<file path="src/design/edit_distance_best_match_assert.svh">
`ifndef EDIT_DISTANCE_BEST_MATCH_ASSERT_SVH
`define EDIT_DISTANCE_BEST_MATCH_ASSERT_SVH

// Same-cycle implication: when ante holds, cons must hold.
`define EDBM_ASSERT(lbl, clk, rstn, ante, cons, msg) \
    lbl: assert property (@(posedge clk) disable iff (!rstn) (ante) |-> (cons)) \
        else $error(msg);

// Next-cycle implication: when ante holds, cons must hold in the next cycle.
`define EDBM_ASSERT_NEXT(lbl, clk, rstn, ante, cons, msg) \
    lbl: assert property (@(posedge clk) disable iff (!rstn) (ante) |=> (cons)) \
        else $error(msg);

`endif

</file>
<file path="src/design/edbm_pkg.sv">
package edbm_pkg;

    localparam int MAX_LEN  = 32;
    localparam int DP_DEPTH = MAX_LEN + 1;
    localparam int IDX_W    = $clog2(DP_DEPTH);
    localparam int TA_W     = (MAX_LEN > 1) ? $clog2(MAX_LEN) : 1;
    localparam int CH_W     = 8;
    localparam int DIST_W   = 8;
    localparam int CNT_W    = 16;
    localparam int OP_W     = 2;

    localparam logic [OP_W-1:0] OP_TARGET = 2'd0;
    localparam logic [OP_W-1:0] OP_CAND   = 2'd1;
    localparam logic [OP_W-1:0] OP_END    = 2'd2;
    localparam logic [OP_W-1:0] OP_NEW    = 2'd3;

    typedef struct packed {
        logic              re;
        logic [IDX_W-1:0]  addr;
    } dp_rd_t;

    typedef struct packed {
        logic              we;
        logic [IDX_W-1:0]  addr;
        logic [DIST_W-1:0] data;
    } dp_wr_t;

    typedef struct packed {
        logic             we;
        logic [TA_W-1:0]  waddr;
        logic [CH_W-1:0]  wdata;
        logic [TA_W-1:0]  raddr;
    } tgt_acc_t;

    // First member lands in the upper bits, so the lowest output field is last.
    typedef struct packed {
        logic              target_overflow;
        logic [DIST_W-1:0] best_distance;
        logic [CNT_W-1:0]  best_index;
        logic              best_found;
        logic [DIST_W-1:0] distance;
        logic [CNT_W-1:0]  cand_index;
    } result_t;

    localparam int RES_W = $bits(result_t);
    localparam int OUT_W = ((RES_W + 7) / 8) * 8;

    function automatic logic [DIST_W-1:0] sat_inc(input logic [DIST_W-1:0] v);
        return (v == '1) ? v : v + 1'b1;
    endfunction

    function automatic logic [DIST_W-1:0] min2(input logic [DIST_W-1:0] a,
                                               input logic [DIST_W-1:0] b);
        return (a < b) ? a : b;
    endfunction

endpackage

</file>
<file path="src/design/edit_distance_best_match.sv">
// Levenshtein best-match search; one transaction on s_ is one operation.
// Target char and new search finish in idle; a candidate char sweeps the dp row (ROW, DRAIN),
// the walk over the dp row memory going one entry per cycle through its single read port.
// End of candidate: END_RD reads, END_CMP compares (waiting while m_ stalls) and loads m_.
// aresetn is synchronous, active low: max_distance returns to 2, search state clears and
// the dp row reads back entry j as j at once through per-entry valid flags (no clearing pass).
`include "edit_distance_best_match_assert.svh"

module edit_distance_best_match (
    input  logic                          aclk,
    input  logic                          aresetn,

    // Configuration: max_distance write channel, always ready.
    input  logic                          cfg_valid,
    output logic                          cfg_ready,
    input  logic [edbm_pkg::DIST_W-1:0]   cfg_data,    // [7:0] max_distance

    // Input items.
    input  logic                          s_tvalid,
    output logic                          s_tready,
    input  logic [edbm_pkg::CH_W-1:0]     s_tdata,     // [7:0] ch
    input  logic [edbm_pkg::OP_W-1:0]     s_tuser,     // [1:0] op

    // Results, one per end-of-candidate transaction.
    output logic                          m_tvalid,
    input  logic                          m_tready,
    // [15:0] cand_index, [23:16] distance, [24] best_found, [40:25] best_index,
    // [48:41] best_distance, [49] target_overflow, [55:50] zero
    output logic [edbm_pkg::OUT_W-1:0]    m_tdata
);
    import edbm_pkg::*;

    logic [DIST_W-1:0] max_dist_reg, max_dist_next;
    logic              m_valid_reg, m_valid_next;
    result_t           m_data_reg, m_data_next;

    logic              out_free;
    logic              res_push;
    result_t           res;
    dp_rd_t            dp_rd;
    dp_wr_t            dp_wr;
    logic              dp_clr;
    logic [DIST_W-1:0] dp_rdata;
    tgt_acc_t          tgt_acc;
    logic [CH_W-1:0]   tgt_rdata;

    // Config register: take every write; the sequencer reads it at end of candidate.
    assign cfg_ready     = 1'b1;
    assign max_dist_next = (cfg_valid && cfg_ready) ? cfg_data : max_dist_reg;

    // Output register: the sequencer may load it whenever it is empty or being drained,
    // so the next input is accepted while a result still waits on m_.
    assign out_free     = !m_valid_reg || m_tready;
    assign m_valid_next = res_push ? 1'b1 : (m_tready ? 1'b0 : m_valid_reg);
    assign m_data_next  = res_push ? res : m_data_reg;

    always_ff @(posedge aclk) begin
        if (!aresetn) begin
            max_dist_reg <= DIST_W'(2);
            m_valid_reg  <= 1'b0;
        end else begin
            max_dist_reg <= max_dist_next;
            m_valid_reg  <= m_valid_next;
        end
    end

    // Hold the payload; no reset needed.
    always_ff @(posedge aclk) begin
        m_data_reg <= m_data_next;
    end

    assign m_tvalid = m_valid_reg;
    assign m_tdata  = {{(OUT_W - RES_W){1'b0}}, m_data_reg};

    // Sequencer: target load, row sweep, end-of-candidate compare and best-match state.
    edbm_ctrl u_ctrl (
        .aclk      (aclk),
        .aresetn   (aresetn),
        .in_valid  (s_tvalid),
        .in_ready  (s_tready),
        .in_op     (s_tuser),
        .in_ch     (s_tdata),
        .max_dist  (max_dist_reg),
        .out_free  (out_free),
        .res_push  (res_push),
        .res       (res),
        .dp_rd     (dp_rd),
        .dp_wr     (dp_wr),
        .dp_clr    (dp_clr),
        .dp_rdata  (dp_rdata),
        .tgt_acc   (tgt_acc),
        .tgt_rdata (tgt_rdata)
    );

    // dp row memory, MAX_LEN + 1 entries, registered read.
    edbm_dp_ram u_dp_ram (
        .aclk    (aclk),
        .aresetn (aresetn),
        .clr     (dp_clr),
        .rd      (dp_rd),
        .wr      (dp_wr),
        .rdata   (dp_rdata)
    );

    // Target string memory, MAX_LEN entries, registered read.
    edbm_tgt_ram u_tgt_ram (
        .aclk  (aclk),
        .acc   (tgt_acc),
        .rdata (tgt_rdata)
    );

    `EDBM_ASSERT(a_no_drop, aclk, aresetn, res_push, !m_valid_reg || m_tready,
                 "result loaded over an undelivered one")
    `EDBM_ASSERT_NEXT(a_push_shows, aclk, aresetn, res_push, m_tvalid,
                      "loaded result not presented")
    `EDBM_ASSERT(a_busy_no_take, aclk, aresetn, m_valid_reg && !m_tready,
                 !res_push, "result pushed while output stalled")

endmodule

</file>
<file path="src/design/edbm_dp_ram.sv">
`include "edit_distance_best_match_assert.svh"

module edbm_dp_ram (
    input  logic                          aclk,
    input  logic                          aresetn,
    input  logic                          clr,
    input  edbm_pkg::dp_rd_t              rd,
    input  edbm_pkg::dp_wr_t              wr,
    output logic [edbm_pkg::DIST_W-1:0]   rdata
);
    import edbm_pkg::*;

    logic [DIST_W-1:0]   mem [DP_DEPTH];
    logic [DP_DEPTH-1:0] valid_reg;
    logic [DP_DEPTH-1:0] valid_next;
    logic [DIST_W-1:0]   rdata_reg;

    // An entry not written since the last restart reads back its own index.
    always_comb begin
        valid_next = valid_reg;
        if (clr) begin
            valid_next = '0;
        end else if (wr.we) begin
            valid_next[wr.addr] = 1'b1;
        end
    end

    always_ff @(posedge aclk) begin
        if (!aresetn) begin
            valid_reg <= '0;
        end else begin
            valid_reg <= valid_next;
        end
    end

    always_ff @(posedge aclk) begin
        if (wr.we) begin
            mem[wr.addr] <= wr.data;
        end
    end

    always_ff @(posedge aclk) begin
        if (rd.re) begin
            rdata_reg <= valid_reg[rd.addr] ? mem[rd.addr] : DIST_W'(rd.addr);
        end
    end

    assign rdata = rdata_reg;

    `EDBM_ASSERT(a_clr_no_write, aclk, aresetn, clr, !wr.we, "dp row cleared during a write")
    `EDBM_ASSERT(a_wr_in_range, aclk, aresetn, wr.we, wr.addr < IDX_W'(DP_DEPTH),
                 "dp row write out of range")
    `EDBM_ASSERT(a_rd_in_range, aclk, aresetn, rd.re, rd.addr < IDX_W'(DP_DEPTH),
                 "dp row read out of range")

endmodule

</file>
<file path="src/design/edbm_tgt_ram.sv">
module edbm_tgt_ram (
    input  logic                        aclk,
    input  edbm_pkg::tgt_acc_t          acc,
    output logic [edbm_pkg::CH_W-1:0]   rdata
);
    import edbm_pkg::*;

    logic [CH_W-1:0] mem [MAX_LEN];
    logic [CH_W-1:0] rdata_reg;

    always_ff @(posedge aclk) begin
        if (acc.we) begin
            mem[acc.waddr] <= acc.wdata;
        end
        rdata_reg <= mem[acc.raddr];
    end

    assign rdata = rdata_reg;

endmodule

</file>
<file path="src/design/edbm_ctrl.sv">
`include "edit_distance_best_match_assert.svh"

module edbm_ctrl (
    input  logic                          aclk,
    input  logic                          aresetn,
    input  logic                          in_valid,
    output logic                          in_ready,
    input  logic [edbm_pkg::OP_W-1:0]     in_op,
    input  logic [edbm_pkg::CH_W-1:0]     in_ch,
    input  logic [edbm_pkg::DIST_W-1:0]   max_dist,
    input  logic                          out_free,
    output logic                          res_push,
    output edbm_pkg::result_t             res,
    output edbm_pkg::dp_rd_t              dp_rd,
    output edbm_pkg::dp_wr_t              dp_wr,
    output logic                          dp_clr,
    input  logic [edbm_pkg::DIST_W-1:0]   dp_rdata,
    output edbm_pkg::tgt_acc_t            tgt_acc,
    input  logic [edbm_pkg::CH_W-1:0]     tgt_rdata
);
    import edbm_pkg::*;

    localparam logic [2:0] ST_IDLE    = 3'd0;
    localparam logic [2:0] ST_ROW     = 3'd1;
    localparam logic [2:0] ST_DRAIN   = 3'd2;
    localparam logic [2:0] ST_END_RD  = 3'd3;
    localparam logic [2:0] ST_END_CMP = 3'd4;

    logic [2:0]        state_reg, state_next;
    logic              p_vld_reg, p_vld_next;
    logic [IDX_W-1:0]  tlen_reg, tlen_next;
    logic [DIST_W-1:0] cand_len_reg, cand_len_next;
    logic [CNT_W-1:0]  cnt_reg, cnt_next;
    logic              best_vld_reg, best_vld_next;
    logic [CNT_W-1:0]  best_idx_reg, best_idx_next;
    logic [DIST_W-1:0] best_dist_reg, best_dist_next;
    logic              ovf_reg, ovf_next;

    logic [IDX_W-1:0]  idx_reg, idx_next;
    logic [IDX_W-1:0]  p_j_reg, p_j_next;
    logic [DIST_W-1:0] left_reg, left_next;
    logic [DIST_W-1:0] diag_reg, diag_next;
    logic [CH_W-1:0]   ch_reg, ch_next;

    logic              accept;
    logic [DIST_W-1:0] sub_cost;
    logic [DIST_W-1:0] cell_val;
    logic [DIST_W-1:0] new_val;
    logic              take;
    logic              nb_vld;
    logic [CNT_W-1:0]  nb_idx;
    logic [DIST_W-1:0] nb_dist;

    assign in_ready = (state_reg == ST_IDLE);
    assign accept   = in_valid && in_ready;

    // Row sweep reads entry idx; the read of the last entry stays put for the end compare.
    assign dp_rd.re   = (state_reg == ST_ROW) || (state_reg == ST_END_RD);
    assign dp_rd.addr = (state_reg == ST_ROW) ? idx_reg : tlen_reg;

    // One cell of the row, in the cycle after its read was issued.
    assign sub_cost = (tgt_rdata == ch_reg) ? diag_reg : sat_inc(diag_reg);
    assign cell_val = min2(min2(sat_inc(dp_rdata), sat_inc(left_reg)), sub_cost);
    assign new_val  = (p_j_reg == '0) ? cand_len_reg : cell_val;

    assign dp_wr.we   = p_vld_reg;
    assign dp_wr.addr = p_j_reg;
    assign dp_wr.data = new_val;

    // Best-match update at end of candidate.
    assign take    = (dp_rdata <= max_dist) && (!best_vld_reg || (dp_rdata < best_dist_reg));
    assign nb_vld  = best_vld_reg || take;
    assign nb_idx  = take ? cnt_reg : best_idx_reg;
    assign nb_dist = take ? dp_rdata : best_dist_reg;

    assign res.cand_index      = cnt_reg;
    assign res.distance        = dp_rdata;
    assign res.best_found      = nb_vld;
    assign res.best_index      = nb_vld ? nb_idx : '0;
    assign res.best_distance   = nb_vld ? nb_dist : '0;
    assign res.target_overflow = ovf_reg;

    assign res_push = (state_reg == ST_END_CMP) && out_free;

    always_comb begin
        state_next     = state_reg;
        p_vld_next     = 1'b0;
        tlen_next      = tlen_reg;
        cand_len_next  = cand_len_reg;
        cnt_next       = cnt_reg;
        best_vld_next  = best_vld_reg;
        best_idx_next  = best_idx_reg;
        best_dist_next = best_dist_reg;
        ovf_next       = ovf_reg;
        idx_next       = idx_reg;
        p_j_next       = p_j_reg;
        left_next      = left_reg;
        diag_next      = diag_reg;
        ch_next        = ch_reg;
        dp_clr         = 1'b0;
        tgt_acc.we     = 1'b0;
        tgt_acc.waddr  = TA_W'(tlen_reg);
        tgt_acc.wdata  = in_ch;
        tgt_acc.raddr  = TA_W'(idx_reg - 1'b1);

        if (p_vld_reg) begin
            left_next = new_val;
            diag_next = dp_rdata;
        end

        unique case (state_reg)
            ST_IDLE: begin
                if (accept) begin
                    unique case (in_op)
                        OP_TARGET: begin
                            if (tlen_reg < IDX_W'(MAX_LEN)) begin
                                tgt_acc.we = 1'b1;
                                tlen_next  = tlen_reg + 1'b1;
                            end else begin
                                ovf_next = 1'b1;
                            end
                            dp_clr        = 1'b1;
                            cand_len_next = '0;
                        end
                        OP_CAND: begin
                            cand_len_next = sat_inc(cand_len_reg);
                            ch_next       = in_ch;
                            idx_next      = '0;
                            state_next    = ST_ROW;
                        end
                        OP_END: begin
                            state_next = ST_END_RD;
                        end
                        OP_NEW: begin
                            tlen_next      = '0;
                            cnt_next       = '0;
                            best_vld_next  = 1'b0;
                            best_idx_next  = '0;
                            best_dist_next = '0;
                            ovf_next       = 1'b0;
                            cand_len_next  = '0;
                            dp_clr         = 1'b1;
                        end
                        default: begin
                            state_next = ST_IDLE;
                        end
                    endcase
                end
            end
            ST_ROW: begin
                p_vld_next = 1'b1;
                p_j_next   = idx_reg;
                if (idx_reg == tlen_reg) begin
                    state_next = ST_DRAIN;
                end else begin
                    idx_next = idx_reg + 1'b1;
                end
            end
            ST_DRAIN: begin
                state_next = ST_IDLE;
            end
            ST_END_RD: begin
                state_next = ST_END_CMP;
            end
            ST_END_CMP: begin
                if (out_free) begin
                    best_vld_next  = nb_vld;
                    best_idx_next  = nb_idx;
                    best_dist_next = nb_dist;
                    cnt_next       = cnt_reg + 1'b1;
                    cand_len_next  = '0;
                    dp_clr         = 1'b1;
                    state_next     = ST_IDLE;
                end
            end
            default: begin
                state_next = ST_IDLE;
            end
        endcase
    end

    always_ff @(posedge aclk) begin
        if (!aresetn) begin
            state_reg     <= ST_IDLE;
            p_vld_reg     <= 1'b0;
            tlen_reg      <= '0;
            cand_len_reg  <= '0;
            cnt_reg       <= '0;
            best_vld_reg  <= 1'b0;
            best_idx_reg  <= '0;
            best_dist_reg <= '0;
            ovf_reg       <= 1'b0;
        end else begin
            state_reg     <= state_next;
            p_vld_reg     <= p_vld_next;
            tlen_reg      <= tlen_next;
            cand_len_reg  <= cand_len_next;
            cnt_reg       <= cnt_next;
            best_vld_reg  <= best_vld_next;
            best_idx_reg  <= best_idx_next;
            best_dist_reg <= best_dist_next;
            ovf_reg       <= ovf_next;
        end
    end

    always_ff @(posedge aclk) begin
        idx_reg  <= idx_next;
        p_j_reg  <= p_j_next;
        left_reg <= left_next;
        diag_reg <= diag_next;
        ch_reg   <= ch_next;
    end

    `EDBM_ASSERT(a_dp_no_collide, aclk, aresetn, dp_wr.we && dp_rd.re,
                 dp_wr.addr != dp_rd.addr, "dp row read and write hit the same entry")
    `EDBM_ASSERT(a_tlen_bound, aclk, aresetn, 1'b1, tlen_reg <= IDX_W'(MAX_LEN),
                 "target length beyond maximum")
    `EDBM_ASSERT(a_wr_in_sweep, aclk, aresetn, dp_wr.we,
                 (state_reg == ST_ROW) || (state_reg == ST_DRAIN),
                 "dp row written outside a row sweep")
    `EDBM_ASSERT_NEXT(a_push_restart, aclk, aresetn, res_push,
                      (state_reg == ST_IDLE) && (cand_len_reg == '0),
                      "candidate not restarted after result")

endmodule
</file>
<file path="config.mk">
export PLATFORM = sky130hd
export DESIGN_NAME = edit_distance_best_match
export DESIGN_NICKNAME = d
export VERILOG_FILES = /design/src/design/edbm_pkg.sv /design/src/design/edit_distance_best_match.sv /design/src/design/edbm_dp_ram.sv /design/src/design/edbm_tgt_ram.sv /design/src/design/edbm_ctrl.sv
export VERILOG_INCLUDE_DIRS = /design/src /design/src/design
export SDC_FILE = /design/constraint.sdc
export NUM_CORES = 1
export LEC_CHECK = 0
export BUFFER_PORTS_ARGS = -buffer_cell sky130_fd_sc_hd__buf_2
export CAP_MARGIN = 20
export CORE_AREA = 5 5 338 207
export CTS_CLUSTER_SIZE = 14
export DETAILED_ROUTE_END_ITERATION = 12
export DIE_AREA = 0 0 343 212
export HOLD_SLACK_MARGIN = 0.05
export PLACE_DENSITY = 0.65
export SLEW_MARGIN = 20
export SYNTH_ARGS = -nofsm -noshare
export SYNTH_HDL_FRONTEND = slang
export SYNTH_HIERARCHICAL = 1
export SYNTH_SLANG_ARGS = --single-unit
</file>
<file path="constraint.sdc">
create_clock -name aclk -period 6.7 [get_ports aclk]
set_clock_uncertainty 0.15 [all_clocks]
set_input_delay 1.005 -clock aclk [delete_from_list [all_inputs] [get_ports aclk]]
set_output_delay 1.005 -clock aclk [all_outputs]
set_load 0.03 [all_outputs]
</file>
==> impl_metrics.json, run 1 <==
{
  "overflow": 0,
  "worstPathMaxFanout": 34,
  "ys_ff_latch": 724,
  "synthFlopType": "edfxtp_1",
  "ant_nets": 0,
  "synth-edff-count": 614,
  "startpoint_type": "flip-flop",
  "r2r-start": "u_dp_ram/rdata[0]$_DFFE_PP_",
  "hold_violations": 0,
  "p_switching_mw": 2.20,
  "nets": 1861,
  "drive_above_1_share_pct": 20.5,
  "clock_path_buffers": 3,
  "rsz0062_at_grt": "false",
  "synthCells": 1725,
  "powerDensity_nw_per_um2": 292,
  "syn_area_per_cell_um2": 17.2,
  "yosys_warnings": 6,
  "hold_class": "flip-flop to flip-flop",
  "finalSetupViolations": 0,
  "rrSetupSlack_ps": 820,
  "slew_headroom_pct": 15.1,
  "clock-sinks": 724,
  "final_cell_mix": "edfxtp_1, mux4_2, nor2_1, dfxtp_1, buf_2",
  "cts_tree": "built",
  "max_stage_delay_ps": 390,
  "totalWireLength_um": 68200,
  "status": "finished clean",
  "power.internal_mw": 7.42,
  "worstHoldStart": "u_dp_ram/valid_reg[14]$_SDFFE_PP0P_",
  "crit_type": "flip-flop to flip-flop",
  "pin_count": 82,
  "ir_worst_vdd_uv": 163,
  "p_leak_nw": 10.8,
  "drc": 0,
  "dr.pass1.iters": 5,
  "postSynth.asyncResetShare_pct": 0,
  "core_um2": 66900,
  "max_cap_violations": 0,
  "die_area_um2": 72700,
  "area_growth_pct": 11.1,
  "holdPathStages": 1,
  "synthDistinctLibCells": 73,
  "seqPwrFrac_pct": 52.7,
  "cp_slowest_cell": "a21bo_2",
  "cts_root_buf": "clkbuf_16",
  "worst_slew_pin_slew_ps": 1270,
  "finalNonFillerCells": 2760,
  "crit_chain": "buf_4, ha_1, nand4_1, or2_0, nand3_1, o21ai_0, inv_1, ha_1, a21o_1, a21o_1, a21o_1, a311oi_1, o21ai_2, mux2i_1, ha_1, a21o_1, a21o_1, a21oi_1, nand2_1, o21a_1, a21bo_2, nor3b_1, a221oi_4, buf_4",
  "p_total_mw": 9.63,
  "path_clk_slew_ps": 70,
  "slew_violations": 0,
  "power.share.switching_pct": 22.9,
  "ys_seq_area_share_pct": 69.7,
  "drt_iter0_drc": 1489,
  "worstPathRequired_ps": 6910,
  "row_count": 74,
  "dp_cells": 2640,
  "endpoint": "u_dp_ram/mem[18][7]$_DFFE_PP_",
  "cts_htree_levels": 3,
  "layout_min_cycle_time_ps": 5880,
  "top_register": "u_dp_ram/mem",
  "cts_setup_buffers": 0,
  "chipHeight_um": 212,
  "hpwl_um": 44800,
  "grt_pass1_wl_um": 101000,
  "grt_pass1_vias": 15400,
  "wl_per_cell_um": 24.7,
  "antenna_found_initial": 2,
  "comb_power_share_pct": 9.4,
  "post_cts_resized": 0,
  "setup_tns_ps": 0,
  "final_common_cell": "edfxtp_1",
  "grt_max_degree": 65,
  "die_width_um": 343,
  "gp_congestion": 0.855,
  "cts_buffers": 66,
  "final_util_pct": 49.2,
  "avgViaCountPerCell": 5.81,
  "worst-r2r-cell-count": 24,
  "grtUsageTotal_pct": 18.8,
  "ctsHoldBuffers": 0,
  "portBuffers": 74,
  "critPathCaptureType": "flip-flop",
  "max_freq_mhz": 170,
  "vias": 16000,
  "clk-insertion-delay-late_ps": 620,
  "worst-endpoint-arrival_ps": 6080,
  "r2r-end": "u_dp_ram/mem[18][7]$_DFFE_PP_",
  "start_util_pct": 44.3,
  "largest_reg_flops": 264,
  "syn_area_um2": 29600,
  "crit_top_cell": "a21o_1",
  "p_clk_share_pct": 37.9,
  "fin_crit_sh_pct": 87.7,
  "critPathLaunch": "u_dp_ram/rdata[0]$_DFFE_PP_"
}
## routing by layer
layer | wire length (um) | up-vias | share of wire [%] | GRT usage, %
li1 | - | 6914 | - | -
met1 | 31900 | 8361 | 47 | 29.7
met2 | 27900 | 651 | 41 | 25.2
met3 | 7050 | 109 | 10 | 5.73
met4 | 1410 | 2 | 2.1 | 4.56
met5 | 13 | - | 0.019 | 0
## final cells by class
cell class | count | area, um^2
sequential | 724 | 20600
tap | 912 | 1140
multi-input combinational | 861 | 8310
clock buffer | 102 | 1950
fill | 5461 | 34000
timing repair buffer | 106 | 611
clock inverter | 15 | 103
antenna | 1 | 2.50
inverter | 39 | 149
## through the flow
stage / hold slack [ps] / worst slack, ps / instance area [um^2]
2_1_floorplan: 274 / 188 / 29600
6_report: 311 / 824 / 32900
3_5_place_dp: 299 / 916 / 30800
3_3_place_gp: 289 / 1010 / 30800
5_1_grt: 335 / 444 / 32900
4_1_cts: 316 / 843 / 32900
## power groups by stage
stage | clock [mW] | combinational, mW | sequential (mW)
final | 3.65 | 0.909 | 5.07
after detailed placement | 0 | 0.907 | 5.17
after global routing | 3.91 | 0.979 | 5.07
after CTS | 3.72 | 0.909 | 5.07
after global placement | 0 | 0.884 | 5.17
after floorplan | 0 | 0.621 | 5.16
## Yosys cell counts (3+ instances only)
cell,n,area [um^2]
o21ai_0,25,125
buf_2,21,105
or3b_2,4,35.0
mux4_1,4,105
and4_1,4,35.0
a211oi_1,4,30.0
nand3_1,19,95.1
a22o_1,49,429
nor3_1,9,45.0
and2_1,9,56.3
buf_4,44,330
nand2b_1,12,75.1
a21oi_1,22,110
buf_1,7,26.3
o22ai_1,8,50.1
clkbuf_1,25,93.8
nor2b_1,24,150
o21a_1,43,323
dfxtp_1,110,2200
a21o_1,13,97.6
edfxtp_1,614,18400
o211ai_1,3,22.5
nor3b_1,3,22.5
mux2i_1,54,541
xnor2_1,14,123
or3_1,9,56.3
xor2_1,34,298
a22oi_1,4,30.0
nand3b_1,11,82.6
ha_1,40,500
inv_1,38,143
o221ai_1,8,70.1
a311oi_1,3,26.3
nand4_1,19,119
and3_1,16,100
mux2_2,15,169
mux2_4,4,60.1
nor2_1,123,462
a221o_1,3,30.0
mux4_2,136,3060
a221oi_1,12,105
nand2_1,59,221
buf_6,7,78.8
## how the worst min path moves through the flow
| stage | end | slack [ps] |
|---|---|---|
| floorplan | u_ctrl/p_j_reg[2]$_DFFE_PP_ | 270 |
| finish | u_dp_ram/valid_reg[14]$_SDFFE_PP0P_ | 310 |
| global route | u_dp_ram/valid_reg[14]$_SDFFE_PP0P_ | 330 |
| global placement | u_dp_ram/valid_reg[19]$_SDFFE_PP0P_ | 290 |
| CTS | u_dp_ram/valid_reg[14]$_SDFFE_PP0P_ | 320 |
| detailed placement | u_dp_ram/valid_reg[16]$_SDFFE_PP0P_ | 300 |
## cells by family after synthesis
family | count (synthesis) | synth area share (%)
flip-flops | 724 | 69.7
buffers and inverters | 145 | 2.74
adder cells (fa/ha/maj) | 40 | 1.69
multiplexers | 213 | 13.3
AO/OA/AOI/OAI | 221 | 5.65
XOR/XNOR | 48 | 1.42
other | 2 | 0.0253
AND/OR/NAND/NOR | 332 | 5.52
## critical path, delay by kind of cell, from the launching register on
family	cells	cell delay (ps)
buf+inv	3	640
compound gates	12	2490
simple gates	5	810
fa+ha+maj	3	860
mux	1	300
flops	1	360
Note: power is estimated with default switching activity, not from simulation.
==> inputs of run 2 (changes only) <==
- CTS_BUF_LIST: unset -> sky130_fd_sc_hd__clkbuf_8
- REMOVE_ABC_BUFFERS: unset -> 1
- clock period: 6.7 -> 4.75 ns (I/O delays scaled with it)
==> impl_metrics.json, run 2 (same netlist as run 1, synthesis figures left out) <==
{
  "drt_iter0_drc": 1791,
  "worst_slack_ps": -269,
  "dp_cells": 2693,
  "slew_violations": 0,
  "grt_pass1_wl_um": 104000,
  "critPathCaptureType": "flip-flop",
  "portBuffers": 74,
  "hold_violations": 0,
  "chipHeight_um": 212,
  "startpoint_type": "flip-flop",
  "pin_count": 82,
  "area_growth_pct": 14.4,
  "status": "complete, but fails checks",
  "wl_met1_um": 32800,
  "register_area_um2": 20600,
  "largest_reg_flops": 264,
  "holdWs_ps": 130,
  "dr.pass1.iters": 6,
  "crit_type": "flip-flop to flip-flop",
  "clk-insertion-delay-late_ps": 710,
  "routed-wl-met3_um": 7040,
  "layout_min_cycle_time_ps": 5020,
  "p_leak_nw": 11.5,
  "violations": "negative setup slack",
  "wl_per_cell_um": 24.0,
  "cts_htree_levels": 3,
  "nets": 1973,
  "ir_worst_vdd_uv": 226,
  "worst_slew_pin_slew_ps": 1180,
  "final_util_pct": 50.6,
  "start_util_pct": 44.3,
  "finalNonFillerCells": 2913,
  "hpwl_um": 45200,
  "finalSetupViolations": 272,
  "cts_root_buf": "clkbuf_8",
  "row_count": 74,
  "dr_wl_met2_um": 29200,
  "ant_nets": 0,
  "worstPathMaxFanout": 8,
  "antenna_found_initial": 1,
  "die_area_um2": 72700,
  "die_width_um": 343,
  "overflow": 0,
  "gp_congestion": 0.880,
  "clock_path_buffers": 3,
  "final_common_cell": "edfxtp_1",
  "hold_class": "primary input to flip-flop",
  "path_clk_slew_ps": 70,
  "grt_pass1_vias": 16200,
  "grt_max_degree": 54,
  "drive_above_1_share_pct": 26.8,
  "cts_buffers": 101,
  "avgViaCountPerCell": 5.71,
  "totalWireLength_um": 70000,
  "final_cell_mix": "edfxtp_1, mux4_2, nor2_1, clkbuf_8, dfxtp_1",
  "worstPathRequired_ps": 5030,
  "grtUsageTotal_pct": 19.2,
  "max_cap_violations": 0,
  "vias": 16600,
  "max_freq_mhz": 199,
  "highest_layer": "met4",
  "slew_headroom_pct": 20.8,
  "powerDensity_nw_per_um2": 400,
  "p_total_mw": 13.6,
  "top_register": "u_dp_ram/mem",
  "worst-endpoint-arrival_ps": 5300,
  "drc": 0,
  "rsz0062_at_grt": "true",
  "post-place-ws_ps": -503,
  "fin_crit_sh_pct": 106,
  "cts_tree": "built",
  "multi_input_area_um2": 8480,
  "n_fill_cell": 5438,
  "core_um2": 66900,
  "clock-sinks": 724
}
==> run 2: cell types whose count changed in the layout (fill, tap and decap cells not counted), moves of 6 or more <==
cell       delta
buf_12       +11
buf_6         +6
clkbuf_16    -71
buf_4        +54
clkbuf_8    +109
clkbuf_1     -26
clkinv_1     +15
clkinv_2     +16
inv_1        +29
==> run 2: final timing paths <==
path	startpoint	to	slack (ps)	depth (start not counted)
worst max-delay path	u_dp_ram/rdata[0]$_DFFE_PP_	u_dp_ram/mem[18][4]$_DFFE_PP_	-270	22
worst min-delay path	cfg_data[0]	max_dist_reg[0]$_SDFFE_PN0P_	130	3
worst min register to register	u_ctrl/ovf_reg$_SDFFE_PN0P_	m_tdata[49]$_DFFE_PP_	300	0
worst max register to register	u_dp_ram/rdata[0]$_DFFE_PP_	u_dp_ram/mem[18][4]$_DFFE_PP_	-270	22
==> run 2: metal layers <==
layer,up-vias,track usage (%)
li1,7189,-
met1,8633,30.2
met2,726,26.2
met3,95,5.89
met4,0,4.22
met5,-,0
==> run 2: stage by stage <==
stage	area (um^2)	TNS [ps]
after CTS	33700	-31860
after detailed placement	31400	-114530
after floorplan	29000	-393470
after global routing	33900	-108960
after global placement	31400	-74660
final	33900	-44580
==> run 2: cell type report <==
type	instances	share of cell area, %
Clock inverter	79	1.46
Timing Repair Buffer	182	4.16
Clock buffer	113	4.59
Sequential cell	724	60.9
Antenna cell	2	0.0148
Tap cell	912	3.37
Multi-Input combinational cell	862	25.0
Inverter	39	0.440
==> run 2: worst max-delay path: stages (launching register included) <==
cell	delay, ps
edfxtp_1	360
ha_2	200
nand4_1	110
or2_4	280
buf_6	120
nand4_1	130
xnor2_2	140
ha_1	260
a21o_1	180
a21o_1	160
a311oi_2	240
o21ai_2	170
mux2i_2	230
ha_1	280
a21o_1	190
a21o_1	170
a21oi_2	160
nand2_2	90
o21a_1	230
a21bo_4	210
nor3_2	50
a221o_4	440
clkbuf_16	210
==> run 2: repair_timing <==
| item | in CTS | in global routing |
|---|---|---|
| hold buffers | 1 | 0 |
| pin swaps | 5 | 18 |
| setup endpoints to repair | 272 | 272 |
| hold endpoints to repair | 1 | 0 |
| setup buffers | 11 | 8 |
| cloned | 3 | 1 |
| gates resized for setup | 31 | 13 |
==> run 2: power breakdown <==
part / total [mW] / switching, mW / internal (mW)
clock network: 4.87 / 2.35 / 2.52
registers: 7.14 / 0.0512 / 7.09
logic: 1.54 / 0.885 / 0.652
==> inputs of run 3 (changes only) <==
- CORE_AREA: 5 5 338 207 -> 5 5 336 206
- DIE_AREA: 0 0 343 212 -> 0 0 341 211
- SYNTH_HIERARCHICAL: 1 -> unset
- TNS_END_PERCENT: unset -> 5
==> impl_metrics.json, run 3 <==
{
  "avgViaCountPerCell": 5.70,
  "largest_reg_flops": 264,
  "path_clk_slew_ps": 60,
  "core_um2": 65700,
  "status": "complete, but fails checks",
  "p_leak_nw": 11.9,
  "cts_buffers": 103,
  "slew_violations": 0,
  "die_width_um": 341,
  "cpLargestDelayFamily": "simple AND/OR/NAND/NOR gates",
  "start_util_pct": 44.5,
  "overflow": 0,
  "r2r-end": "u_dp_ram.mem[22][6]$_DFFE_PP_",
  "gp_congestion": 0.892,
  "holdPathStages": 3,
  "p_switching_mw": 3.48,
  "final_cell_mix": "edfxtp_1, mux4_2, nor2_1, buf_4, clkbuf_8",
  "synth-edff-count": 614,
  "grt_pass1_wl_um": 106000,
  "cp_slowest_cell": "edfxtp_1",
  "drt_iter0_drc": 1952,
  "worst_slew_pin_slew_ps": 1140,
  "multi_input_area_um2": 8440,
  "yosys.area.top_type": "edfxtp_1",
  "grtUsageTotal_pct": 19.6,
  "postSynth.asyncResetShare_pct": 0,
  "row_count": 73,
  "hold_violations": 0,
  "synth_top_cell_area_share_pct": 63.0,
  "top_register": "u_dp_ram.mem",
  "final_common_cell": "edfxtp_1",
  "slew_headroom_pct": 24.0,
  "powerDensity_nw_per_um2": 406,
  "p_total_mw": 13.9,
  "grt_pass1_vias": 16400,
  "portBuffers": 74,
  "critPathCaptureType": "flip-flop",
  "dp_cells": 2691,
  "worstPathRequired_ps": 5150,
  "cts_tree": "built",
  "finalNonFillerCells": 2920,
  "ant_nets": 0,
  "worstHoldStart": "cfg_data[7]",
  "nets": 2033,
  "vias": 16700,
  "power.share.switching_pct": 25.1,
  "critPathBufInv": 5,
  "area_growth_pct": 16.7,
  "hpwl_um": 45400,
  "totalWireLength_um": 70800,
  "clock-sinks": 724,
  "drc": 0,
  "clk-insertion-delay-late_ps": 720,
  "rrSetupSlack_ps": -250,
  "layout_min_cycle_time_ps": 5000,
  "ys_ff_latch": 724,
  "r2r-start": "u_dp_ram.rdata[1]$_DFFE_PP_",
  "register_area_um2": 20600,
  "yosys_warnings": 0,
  "rsz0062_at_grt": "true",
  "worstPathMaxFanout": 17,
  "whs_endpoint": "max_dist_reg[7]$_SDFFE_PN0P_",
  "synth_most_common_cell": "edfxtp_1",
  "max_freq_mhz": 200,
  "worst-endpoint-arrival_ps": 5400,
  "cts_htree_levels": 3,
  "chipHeight_um": 211,
  "syn_area_per_cell_um2": 17.1,
  "grt_max_degree": 66,
  "final_util_pct": 52.0,
  "pin_count": 82,
  "synthDistinctLibCells": 60,
  "power.internal_mw": 10.4,
  "yosys-top-cells-count": "edfxtp_1, mux4_2, nor2_1",
  "max_stage_delay_ps": 400,
  "drive_above_1_share_pct": 28.7,
  "ir_worst_vdd_uv": 222,
  "cts_root_buf": "clkbuf_8",
  "finalSetupViolations": 272,
  "syn_area_um2": 29200,
  "comb_power_share_pct": 13.6,
  "clock_path_buffers": 3,
  "n_fill_cell": 5271,
  "hold_class": "primary input to flip-flop",
  "ys_seq_area_share_pct": 70.6,
  "synthCells": 1710,
  "dr.pass1.iters": 5,
  "crit_type": "flip-flop to flip-flop",
  "wl_per_cell_um": 24.3,
  "violations": "negative setup slack",
  "synth_area_leaders": "edfxtp_1, mux4_2, dfxtp_1, nor2_1, ha_1",
  "die_area_um2": 72000,
  "crit_chain": "ha_2, nand4_1, nand2b_4, mux2i_1, inv_1, ha_4, nand3_2, or3b_4, o211ai_1, a21oi_4, buf_6, mux2i_4, ha_1, a21oi_2, o211ai_1, nor3_1, mux2_4, buf_6, or3_4, a31oi_4, buf_12, clkbuf_16",
  "p_clk_share_pct": 34.3,
  "antenna_found_initial": 5,
  "worst_slack_ps": -249,
  "fin_crit_sh_pct": 105,
  "worst-r2r-cell-count": 22,
  "startpoint_type": "flip-flop",
  "max_cap_violations": 0,
  "seqPwrFrac_pct": 52.1,
  "synthFlopType": "edfxtp_1"
}
-- run 3: cell types whose count changed after synthesis, moves of 17 or more --
| cell | change |
|---|---|
| buf_4 | -32 |
| a22o_1 | -25 |
| a22oi_1 | +17 |
| nor2_1 | +25 |
| nand3_1 | +17 |
| mux2i_1 | -30 |
| nand2_1 | +36 |
| a32o_1 | +24 |
-- run 3: worst max-delay path by stage --
stage	cells past startpoint	from	end
3_3_place_gp	23	u_ctrl.left_reg[0]$_DFFE_PP_	u_dp_ram.mem[21][0]$_DFFE_PP_
3_5_place_dp	23	u_ctrl.left_reg[0]$_DFFE_PP_	u_dp_ram.mem[29][0]$_DFFE_PP_
6_report	22	u_dp_ram.rdata[1]$_DFFE_PP_	u_dp_ram.mem[22][6]$_DFFE_PP_
4_1_cts	22	u_dp_ram.rdata[1]$_DFFE_PP_	u_ctrl.left_reg[0]$_DFFE_PP_
5_1_grt	23	u_ctrl.left_reg[1]$_DFFE_PP_	u_dp_ram.mem[32][6]$_DFFE_PP_
2_1_floorplan	8	u_ctrl.idx_reg[0]$_SDFFCE_PN0P_	u_dp_ram.rdata[0]$_DFFE_PP_
-- run 3: through the flow --
stage	worst slack, ps	setup TNS [ps]	hold WS, ps	area (um^2)
after floorplan	-6980	-323700	259	28900
final	-249	-34320	111	34100
after detailed placement	-549	-119120	289	31500
after CTS	-68.0	-4980	50.3	33900
after global routing	-425	-91970	109	34100
after global placement	-486	-88380	282	31500
-- run 3: per-layer routing --
metal  GRT usage (%)  part of all wire, %  wire, um
met5               0                    0         0
met4            4.60                  1.7      1230
met1            30.8                   46     32600
met3            5.78                   10      7400
met2            26.9                   42     29600
-- run 3: cells by family (layout without fill, tap and decap cells) --
logic type	count (synthesis)	count (layout)	share of synthesized area, %
AOI/OAI and AO/OA	208	208	5.11
xor gates and xnor gates	53	53	1.59
adders and majority gates	43	43	1.84
buffers and inverters	115	456	1.88
DFF	724	724	70.6
muxes	189	189	13.0
other	2	9	0.0257
and+or+nand+nor	376	376	5.95
-- run 3: worst register-to-register path: cells and delay by family, from the launching register on --
family	cells	cell delay, ps
buf+inv	5	770
flops	1	400
simple gates	6	1190
mux	3	710
compound gates	5	810
fa+ha+maj	3	800
-- run 3: layout make-up --
class / instances / area share, %
diodes: 2 / 0.0147
clock buffers: 115 / 4.64
clock inverters: 79 / 1.24
inverters: 38 / 0.418
multi-input cells: 876 / 24.7
flip-flops and latches: 724 / 60.5
well taps: 862 / 3.16
repair buffers: 224 / 5.31
-- run 3: what timing repair did --
action	CTS	global route
gates cloned	2	3
buffers inserted	18	8
setup endpoints to repair	272	272
pin swaps	14	6
hold buffers	6	0
resized for setup	51	13
endpoints found under the hold margin	6	0
-- run 3: power by group through the flow --
stage	combinational, mW	sequential, mW	clock [mW]
after floorplan	0.971	7.38	0
after global placement	1.63	7.36	0
after detailed placement	1.67	7.36	0
after CTS	1.80	7.22	4.88
after global routing	2.01	7.23	5.18
final	1.89	7.23	4.76
